==> src/hdl/sparse_axis_value_store_top_defines.svh <==
// assertion macros for the sparse axis value store
// used by sparse_axis_value_store_top, expects clk and rst_n in scope
`ifndef SPARSE_AXIS_VALUE_STORE_TOP_DEFINES_SVH
`define SPARSE_AXIS_VALUE_STORE_TOP_DEFINES_SVH

// consequent checked in the same cycle
`define SVS_ASSERT_SAME(label, ante, cons, msg) \
    label: assert property (@(posedge clk) disable iff (!rst_n) (ante) |-> (cons)) \
        else $error(msg);

// consequent checked in the next cycle
`define SVS_ASSERT_NEXT(label, ante, cons, msg) \
    label: assert property (@(posedge clk) disable iff (!rst_n) (ante) |=> (cons)) \
        else $error(msg);

`endif

==> src/hdl/svs_pkg.sv <==
// shared constants, types and helpers of the sparse axis value store
// no dependencies
package svs_pkg;

    localparam int MAX_STORED = 32;
    localparam int AXES       = 64;
    localparam int AXIS_W     = 6;
    localparam int VALUE_W    = 32;
    localparam int ADDR_W     = (MAX_STORED > 1) ? $clog2(MAX_STORED) : 1;
    localparam int COUNT_W    = $clog2(MAX_STORED + 1);
    localparam int RANK_W     = AXIS_W;
    localparam int CMP_W      = (COUNT_W > RANK_W) ? COUNT_W : RANK_W;
    localparam int CHUNK_W    = 8;
    localparam int CBIT_W     = $clog2(CHUNK_W);
    localparam int NUM_CHUNKS = AXES / CHUNK_W;
    localparam int CIDX_W     = $clog2(NUM_CHUNKS);
    localparam int CPOP_W     = $clog2(CHUNK_W + 1);

    localparam logic [VALUE_W-1:0] MAG_MASK = 32'h7FFF_FFFF;

    typedef enum logic [0:0] {
        CMD_READ  = 1'b0,
        CMD_WRITE = 1'b1
    } command_t;

    typedef enum logic [1:0] {
        RES_ZERO,
        RES_MEM,
        RES_FULL
    } res_sel_t;

    typedef struct packed {
        logic     latch;
        logic     scan;
        logic     shift_init;
        logic     rd_shift;
        logic     wr_shift;
        logic     rd_rank;
        logic     wr_rank;
        logic     insert;
        logic     set_result;
        res_sel_t res_sel;
        logic     load_out;
    } dp_cmd_t;

    typedef struct packed {
        logic               scan_last;
        logic               is_write;
        logic               present;
        logic               zero_value;
        logic               full;
        logic               shift_more;
        logic               out_free;
        logic [COUNT_W-1:0] count;
    } dp_sts_t;

    function automatic logic [CPOP_W-1:0] popcount_chunk(input logic [CHUNK_W-1:0] bits);
        logic [CPOP_W-1:0] n;
        n = '0;
        for (int j = 0; j < CHUNK_W; j++)
        begin
            n = n + CPOP_W'(bits[j]);
        end
        return n;
    endfunction

endpackage

==> src/hdl/svs_ctrl.sv <==
// sequencer of the sparse axis value store: scan, shift, insert, result
// depends on svs_pkg
module svs_ctrl (
    input  logic            clk,
    input  logic            rst_n,
    input  logic            in_valid,
    output logic            in_stall,
    input  svs_pkg::dp_sts_t sts,
    output svs_pkg::dp_cmd_t cmd
);

    typedef enum logic [2:0] {
        S_IDLE,
        S_SCAN,
        S_DECIDE,
        S_SHIFT_CHK,
        S_SHIFT_WR,
        S_RD_DATA,
        S_DONE
    } state_t;

    state_t state_reg;
    state_t state_next;

    always_comb
    begin
        cmd        = '0;
        cmd.res_sel = svs_pkg::RES_ZERO;
        state_next = state_reg;
        unique case (state_reg)
            S_IDLE:
            begin
                if (in_valid)
                begin
                    cmd.latch  = 1'b1;
                    state_next = S_SCAN;
                end
            end
            S_SCAN:
            begin
                cmd.scan = 1'b1;
                if (sts.scan_last)
                    state_next = S_DECIDE;
            end
            S_DECIDE:
            begin
                priority if (!sts.is_write && sts.present)
                begin
                    cmd.rd_rank = 1'b1;
                    state_next  = S_RD_DATA;
                end
                else if (!sts.is_write || sts.present || sts.zero_value)
                begin
                    // absent read, overwrite, or skipped zero
                    cmd.wr_rank    = sts.is_write && sts.present;
                    cmd.set_result = 1'b1;
                    state_next     = S_DONE;
                end
                else if (sts.full)
                begin
                    cmd.set_result = 1'b1;
                    cmd.res_sel    = svs_pkg::RES_FULL;
                    state_next     = S_DONE;
                end
                else
                begin
                    cmd.shift_init = 1'b1;
                    state_next     = S_SHIFT_CHK;
                end
            end
            S_SHIFT_CHK:
            begin
                if (sts.shift_more)
                begin
                    cmd.rd_shift = 1'b1;
                    state_next   = S_SHIFT_WR;
                end
                else
                begin
                    cmd.insert     = 1'b1;
                    cmd.set_result = 1'b1;
                    state_next     = S_DONE;
                end
            end
            S_SHIFT_WR:
            begin
                cmd.wr_shift = 1'b1;
                state_next   = S_SHIFT_CHK;
            end
            S_RD_DATA:
            begin
                cmd.set_result = 1'b1;
                cmd.res_sel    = svs_pkg::RES_MEM;
                state_next     = S_DONE;
            end
            S_DONE:
            begin
                if (sts.out_free)
                begin
                    cmd.load_out = 1'b1;
                    state_next   = S_IDLE;
                end
            end
            default:
            begin
                state_next = S_IDLE;
            end
        endcase
    end

    always_ff @(posedge clk or negedge rst_n)
    begin
        if (!rst_n)
            state_reg <= S_IDLE;
        else
            state_reg <= state_next;
    end

    assign in_stall = (state_reg != S_IDLE);

endmodule

==> src/hdl/svs_datapath.sv <==
// mask, fill count, rank scan, packed value memory and output register
// depends on svs_pkg
module svs_datapath (
    input  logic                        clk,
    input  logic                        rst_n,
    input  logic                        command,
    input  logic [svs_pkg::AXIS_W-1:0]  axis,
    input  logic [svs_pkg::VALUE_W-1:0] write_value,
    output logic                        out_valid,
    input  logic                        out_stall,
    output logic [svs_pkg::VALUE_W-1:0] read_value,
    output logic                        status,
    input  svs_pkg::dp_cmd_t            cmd,
    output svs_pkg::dp_sts_t            sts
);

    logic [svs_pkg::AXES-1:0]     mask_reg;
    logic [svs_pkg::COUNT_W-1:0]  count_reg;
    svs_pkg::command_t            cmd_reg;
    logic [svs_pkg::AXIS_W-1:0]   axis_reg;
    logic [svs_pkg::VALUE_W-1:0]  value_reg;
    logic [svs_pkg::RANK_W-1:0]   rank_reg;
    logic [svs_pkg::CIDX_W-1:0]   chunk_reg;
    logic [svs_pkg::COUNT_W-1:0]  idx_reg;
    logic [svs_pkg::VALUE_W-1:0]  mem_rdata_reg;
    logic [svs_pkg::VALUE_W-1:0]  res_data_reg;
    logic                         res_status_reg;
    logic                         out_valid_reg;
    logic [svs_pkg::VALUE_W-1:0]  read_value_reg;
    logic                         status_reg;

    logic [svs_pkg::VALUE_W-1:0]  mem [svs_pkg::MAX_STORED];

    logic [svs_pkg::CHUNK_W-1:0]  chunk_bits;
    logic [svs_pkg::CHUNK_W-1:0]  below;
    logic [svs_pkg::RANK_W-1:0]   rank_next;
    logic [svs_pkg::COUNT_W-1:0]  idx_m1;
    logic                         mem_re;
    logic                         mem_we;
    logic [svs_pkg::ADDR_W-1:0]   rd_addr;
    logic [svs_pkg::ADDR_W-1:0]   wr_addr;
    logic [svs_pkg::VALUE_W-1:0]  wr_data;

    // one byte of the mask per scan cycle, counting only axes below the target
    always_comb
    begin
        chunk_bits = mask_reg[{chunk_reg, svs_pkg::CBIT_W'(0)} +: svs_pkg::CHUNK_W];
        for (int j = 0; j < svs_pkg::CHUNK_W; j++)
        begin
            below[j] = ({chunk_reg, svs_pkg::CBIT_W'(j)} < axis_reg);
        end
        rank_next = rank_reg
                  + svs_pkg::RANK_W'(svs_pkg::popcount_chunk(chunk_bits & below));
    end

    assign idx_m1 = idx_reg - svs_pkg::COUNT_W'(1);

    assign mem_re  = cmd.rd_shift || cmd.rd_rank;
    assign rd_addr = cmd.rd_shift ? idx_m1[svs_pkg::ADDR_W-1:0]
                                  : rank_reg[svs_pkg::ADDR_W-1:0];
    assign mem_we  = cmd.wr_shift || cmd.wr_rank || cmd.insert;
    assign wr_addr = cmd.wr_shift ? idx_reg[svs_pkg::ADDR_W-1:0]
                                  : rank_reg[svs_pkg::ADDR_W-1:0];
    assign wr_data = cmd.wr_shift ? mem_rdata_reg : value_reg;

    always_ff @(posedge clk)
    begin
        if (mem_we)
            mem[wr_addr] <= wr_data;
        if (mem_re)
            mem_rdata_reg <= mem[rd_addr];
    end

    // item payload, shift index, result and output registers
    always_ff @(posedge clk)
    begin
        if (cmd.latch)
        begin
            cmd_reg   <= svs_pkg::command_t'(command);
            axis_reg  <= axis;
            value_reg <= write_value;
        end
        if (cmd.shift_init)
            idx_reg <= count_reg;
        else if (cmd.wr_shift)
            idx_reg <= idx_m1;
        if (cmd.set_result)
        begin
            unique case (cmd.res_sel)
                svs_pkg::RES_MEM:
                begin
                    res_data_reg   <= mem_rdata_reg;
                    res_status_reg <= 1'b0;
                end
                svs_pkg::RES_FULL:
                begin
                    res_data_reg   <= '0;
                    res_status_reg <= 1'b1;
                end
                default:
                begin
                    res_data_reg   <= '0;
                    res_status_reg <= 1'b0;
                end
            endcase
        end
        if (cmd.load_out)
        begin
            read_value_reg <= res_data_reg;
            status_reg     <= res_status_reg;
        end
    end

    always_ff @(posedge clk or negedge rst_n)
    begin
        if (!rst_n)
        begin
            mask_reg      <= '0;
            count_reg     <= '0;
            rank_reg      <= '0;
            chunk_reg     <= '0;
            out_valid_reg <= 1'b0;
        end
        else
        begin
            if (cmd.latch)
            begin
                rank_reg  <= '0;
                chunk_reg <= '0;
            end
            else if (cmd.scan)
            begin
                rank_reg  <= rank_next;
                chunk_reg <= chunk_reg + svs_pkg::CIDX_W'(1);
            end
            if (cmd.insert)
            begin
                mask_reg  <= mask_reg | (svs_pkg::AXES'(1) << axis_reg);
                count_reg <= count_reg + svs_pkg::COUNT_W'(1);
            end
            if (cmd.load_out)
                out_valid_reg <= 1'b1;
            else if (out_valid_reg && !out_stall)
                out_valid_reg <= 1'b0;
        end
    end

    assign sts.scan_last  = (chunk_reg == svs_pkg::CIDX_W'(svs_pkg::NUM_CHUNKS - 1));
    assign sts.is_write   = (cmd_reg == svs_pkg::CMD_WRITE);
    assign sts.present    = mask_reg[axis_reg];
    assign sts.zero_value = ((value_reg & svs_pkg::MAG_MASK) == '0);
    assign sts.full       = (count_reg >= svs_pkg::COUNT_W'(svs_pkg::MAX_STORED));
    assign sts.shift_more = (svs_pkg::CMP_W'(idx_reg) > svs_pkg::CMP_W'(rank_reg));
    assign sts.out_free   = !out_valid_reg || !out_stall;
    assign sts.count      = count_reg;

    assign out_valid  = out_valid_reg;
    assign read_value = read_value_reg;
    assign status     = status_reg;

endmodule

==> src/hdl/sparse_axis_value_store_top.sv <==
// channel  | signals                          | direction
// ---------+----------------------------------+----------
// in       | in_valid, in_stall, command,     | in (stall out)
//          | axis, write_value                |
// out      | out_valid, out_stall,            | out (stall in)
//          | read_value, status               |
//
// one word at a time: accept, a scan over the mask byte by byte, a decision state
// and a state that loads the output register before the next accept
// a read adds a memory read state; an insert adds a check and a write state per entry moved up
// reset clears the mask and fill count; the value memory needs no clearing
// a word held in the output register does not block input; the next result keeps
// the input stalled until that register is free
module sparse_axis_value_store_top (
    input  logic                        clk,
    input  logic                        rst_n,
    input  logic                        in_valid,
    output logic                        in_stall,
    input  logic                        command,
    input  logic [svs_pkg::AXIS_W-1:0]  axis,
    input  logic [svs_pkg::VALUE_W-1:0] write_value,
    output logic                        out_valid,
    input  logic                        out_stall,
    output logic [svs_pkg::VALUE_W-1:0] read_value,
    output logic                        status
);

    svs_pkg::dp_cmd_t dp_cmd;
    svs_pkg::dp_sts_t dp_sts;

    svs_ctrl u_ctrl (
        .clk      (clk),
        .rst_n    (rst_n),
        .in_valid (in_valid),
        .in_stall (in_stall),
        .sts      (dp_sts),
        .cmd      (dp_cmd)
    );

    svs_datapath u_datapath (
        .clk         (clk),
        .rst_n       (rst_n),
        .command     (command),
        .axis        (axis),
        .write_value (write_value),
        .out_valid   (out_valid),
        .out_stall   (out_stall),
        .read_value  (read_value),
        .status      (status),
        .cmd         (dp_cmd),
        .sts         (dp_sts)
    );

`include "sparse_axis_value_store_top_defines.svh"

    `SVS_ASSERT_NEXT(a_busy_after_accept, in_valid && !in_stall, in_stall, "no busy after accept")
    `SVS_ASSERT_SAME(a_full_reads_zero, out_valid && status, read_value == '0, "refused write data")
    `SVS_ASSERT_SAME(a_count_bound, 1'b1, dp_sts.count <= svs_pkg::COUNT_W'(svs_pkg::MAX_STORED), "count overflow")

endmodule
==> config.mk <==
export PLATFORM = sky130hd
export DESIGN_NAME = sparse_axis_value_store_top
export DESIGN_NICKNAME = d
export VERILOG_FILES = /design/src/hdl/svs_pkg.sv /design/src/hdl/svs_ctrl.sv /design/src/hdl/svs_datapath.sv /design/src/hdl/sparse_axis_value_store_top.sv
export VERILOG_INCLUDE_DIRS = /design/src /design/src/hdl
export SDC_FILE = /design/constraint.sdc
export NUM_CORES = 2
export LEC_CHECK = 0
export BUFFER_PORTS_ARGS = -buffer_cell sky130_fd_sc_hd__buf_2
export CORE_UTILIZATION = 45
export DETAILED_ROUTE_END_ITERATION = 12
export MAX_ROUTING_LAYER = met4
export SKIP_CTS_REPAIR_TIMING = 1
export SYNTH_ARGS = -nofsm -noshare
export SYNTH_HDL_FRONTEND = slang
export SYNTH_HIERARCHICAL = 1
export SYNTH_SLANG_ARGS = --single-unit
==> constraint.sdc <==
create_clock -name clk -period 5.35 [get_ports clk]
set_clock_uncertainty 0.05 [all_clocks]
set_input_delay 1.3375 -clock clk [delete_from_list [all_inputs] [get_ports clk]]
set_output_delay 1.3375 -clock clk [all_outputs]
set_load 0.01 [all_outputs]
==> metrics.md <==
| Metric | Value |
|---|---|
| Synth top cells by count | sky130_fd_sc_hd__edfxtp_1 (1167), sky130_fd_sc_hd__nand2_1 (436), sky130_fd_sc_hd__mux2i_1 (142) |
| EDFF count, synth | 1167 |
| Number of buffers on the longest clock path | 3 |
| Number of failing hold endpoints at the final stage | 0 |
| Horizontal die dimension | around 340 um |
| Placeable core region | 111000 um2 |
| Most frequently used cell type in the post-synthesis netlist | sky130_fd_sc_hd__edfxtp_1 |
| Yosys top cell area share | 0.694 |
| Synthesized area divided by synthesized cell count | 15.9 um2 |
| Synthesized-area fraction occupied by ao, oa, aoi and oai cells | 0.0854 |
| Synth unique cells | 71 |
| GRT Resource Usage Total | 0.240 |
| Part of the Yosys area used for sequential elements | 0.735 |
| Inserted Clock Buffers | 120 |
| Slew margin rel. | 0.0854 |
| Multiplexer fraction of the synthesized cell area | 0.0807 |
| Initial Utilization | 0.455 |
| Ratio of final minimum period to clock period | 0.939 |
| Number of cells produced by synthesis | around 3200 |
| Starting DRT DRC Count | 3064 |
| Fill cell count | 8940 |
| Initial antenna violation count | 4 |
| Number of pins exceeding their max-slew limit in the final report | 0 |
| Final setup viols | 0 |
| Worst-case setup slack after placement | 0.419 ns |
| Cell depth of the worst hold path | 0 |
| Post-layout total power | 31.7 mW |
| Reg-to-reg slack, setup | 0.33 ns |
| Area Growth Syn to Fin | 13.5% |
| Fmax | roughly 200 MHz |
| Share of final-layout standard cells stronger than drive strength 1 | 0.174 |
| CTS HTree Levels | 3 |
| Arithmetic-cell share of the synthesized area counting full adders, half adders and majority gates | 0.00718 |
| Layout Utilization | 0.517 |
| Data arrival time of the critical path | 5.33 ns |
| Cell area after layout | 57400 um2 |
| Final RePlAce weighted congestion | slightly below 0.9 |
| Worst Setup Start Kind | flop |
| I/O pin total | 78 |
| Final critical delay including setup and external delays | 5.02 ns |
| Area of the mapped netlist | 50500 um2 |
| Number of maximum-capacitance constraint violations | 0 |
| Clk pin slew, worst setup/hold paths | 0.06 ns |
| TritonCTS clock tree | done |
| Mapped Nets | 3250 |
| Predominant post-synthesis flop cell | sky130_fd_sc_hd__edfxtp_1 |
| Synth async-reset ratio | 0.0664 |
| Post-route setup TNS | 0 ns |
| Number of cell instances on the worst register-to-register path | 16 |
| Max FFs per register | ~1000 |
| Row count | 122 |
| Worst setup path class | flop to flop |
| Post-synthesis register bit count | approximately 1300 |
| LEAKAGE | approximately 20 nW |
| Count of warnings emitted by yosys | 6 |
| Post-route ant nets | 0 |
| Number of nets in the layout | 3370 |
| Cell types with the largest area share after synthesis | sky130_fd_sc_hd__edfxtp_1 (69%), sky130_fd_sc_hd__mux4_2 (4.5%), sky130_fd_sc_hd__dfrtp_1 (4.1%) |
| Kind of end point of the critical path | flop |
| Crit path required time | 5.65 ns |
| Count of unresolved DRC violations after routing | 0 |
| Routed WL | ~130000 um |
| Least-Margin Pin Slew | 1.37 ns |
| Clock sinks | 1250 |
| Largest vdd supply drop | between 0.0003 and 0.0004 V |
| Synthesized-area fraction occupied by and/or/nand/nor cells | 0.0678 |
| Vias in the first global route | 29600 |
| Overflow after GRT | 0 |
| Clock insertion delay at the later pin of the skew report | 0.72 ns |
| Power density over cell area | 553 nW/um2 |
| Post-DR vias/cell | 6.04 |
| Count of vias placed by the detailed router | ~30000 |
| Largest net degree at the start of global routing | 90 |
| Global-route wire length before repair | 195000 um |
| Total of buffers placed on input and output ports | between 70 and 80 |
| Cell taking the most area after synthesis | sky130_fd_sc_hd__edfxtp_1 |
| Root buffer cell | sky130_fd_sc_hd__clkbuf_16 |
| Placed cell areas | 53400 um2 |
| Die boundary height | 337 um |
| Fraction of synthesized cell area in xor and xnor cells | 0.00258 |
| Setup slack of the critical path after layout | 0.326 ns |
| Largest fanout on the critical path | 39 |
| Routed wirelength normalized by instance count | 27.0 um |
| HPWL after detailed placement | 80300 um |
| Result of the run | completed |
| RSZ-0062 raised after global routing | no |
| Drt pass-1 iters | 5 |
| Main combinational cell family by area after synthesis | compound AO/OA/AOI/OAI gates |
| Full die area | 114000 um2 |
| Worst min-delay path class | flop to flop |
==> per-stage QoR <==
stage | hold WS (ns) | std cells
finish | 0.367 | 4900
detailed placement | 0.355 | 4667
floorplan | 0.350 | 3181
global route | 0.375 | 4897
global placement | 0.350 | 4667
CTS | 0.367 | 4896
==> layout make-up <==
| type | count | area, um2 | area share |
|---|---|---|---|
| Antenna cell | 4 | 10.0 | 0.000174 |
| Clock buffer | 146 | 3160 | 0.0552 |
| Clock inverter | 83 | 777 | 0.0135 |
| Inverter | 55 | 206 | 0.00360 |
| Multi-Input combinational cell | 1674 | 12800 | 0.223 |
| Sequential cell | 1250 | 37100 | 0.647 |
| Tap cell | 1488 | 1860 | 0.0325 |
| Timing Repair Buffer | 200 | 1440 | 0.0250 |
==> placed cells by master, fill, tap and decap left out, types with 53 or more instances in the layout <==
cell type                   netlist  layout
sky130_fd_sc_hd__edfxtp_1      1167    1167
sky130_fd_sc_hd__nand2_1        436     435
sky130_fd_sc_hd__mux2i_1        142     142
sky130_fd_sc_hd__a32oi_1        126     126
sky130_fd_sc_hd__clkbuf_16        0     123
sky130_fd_sc_hd__a31oi_1        120     120
sky130_fd_sc_hd__buf_4            8     114
sky130_fd_sc_hd__mux4_2         100     100
sky130_fd_sc_hd__dfrtp_1         83      81
sky130_fd_sc_hd__buf_2           56      76
sky130_fd_sc_hd__o21ai_0         76      76
sky130_fd_sc_hd__nor2_1         103      69
sky130_fd_sc_hd__inv_1           53      53
==> worst max-delay path: stages (launching register included) <==
cell and delay [ns]:
sky130_fd_sc_hd__edfxtp_1 0.50, sky130_fd_sc_hd__ha_1 0.34, sky130_fd_sc_hd__nor2b_1 0.16, sky130_fd_sc_hd__o21a_1 0.16
sky130_fd_sc_hd__o21a_1 0.14, sky130_fd_sc_hd__o21a_1 0.11, sky130_fd_sc_hd__o21ai_0 0.07, sky130_fd_sc_hd__a32oi_1 0.16
sky130_fd_sc_hd__buf_4 0.17, sky130_fd_sc_hd__and3_4 0.40, sky130_fd_sc_hd__buf_12 0.29, sky130_fd_sc_hd__nand2_1 0.25
sky130_fd_sc_hd__o32ai_4 0.62, sky130_fd_sc_hd__buf_4 0.34, sky130_fd_sc_hd__a32oi_1 0.08, sky130_fd_sc_hd__a31oi_1 0.41
sky130_fd_sc_hd__nand4_1 0.36
==> metal layers <==
layer	track usage	wire length, um	vias up
met5	-	0	-
met1	0.333	56900	15400
met4	0.0635	2670	0
met3	0.0404	10400	175
li1	-	-	12800
met2	0.368	62400	1283
==> kinds of logic after synthesis <==
group,Yosys count
AOI/OAI and AO/OA,595
xor gates and xnor gates,14
adders and majority gates,26
buffers and inverters,257
DFF,1250
muxes,278
and+or+nand+nor,761
==> final timing paths <==
check / start / to
max: u_datapath/idx_reg[1] / u_datapath/mem_rdata_reg[18]
min: u_datapath/res_data_reg[17] / u_datapath/read_value[17]
max reg2reg: u_datapath/idx_reg[1] / u_datapath/mem_rdata_reg[18]
min reg2reg: u_datapath/res_data_reg[17] / u_datapath/read_value[17]
max in group asynchronous: rst_n / u_datapath/mask_reg[45]
min in group asynchronous: rst_n / u_datapath/mask_reg[33]
==> power by group <==
part / switching (mW) / internal (mW) / total (mW)
combinational: 7.01 / 3.27 / 10.3
clock: 3.64 / 4.79 / 8.43
sequential: 0.554 / 12.5 / 13.0
total: 11.2 / 20.5 / 31.7
No activity file was read; power rests on OpenSTA's default activity.
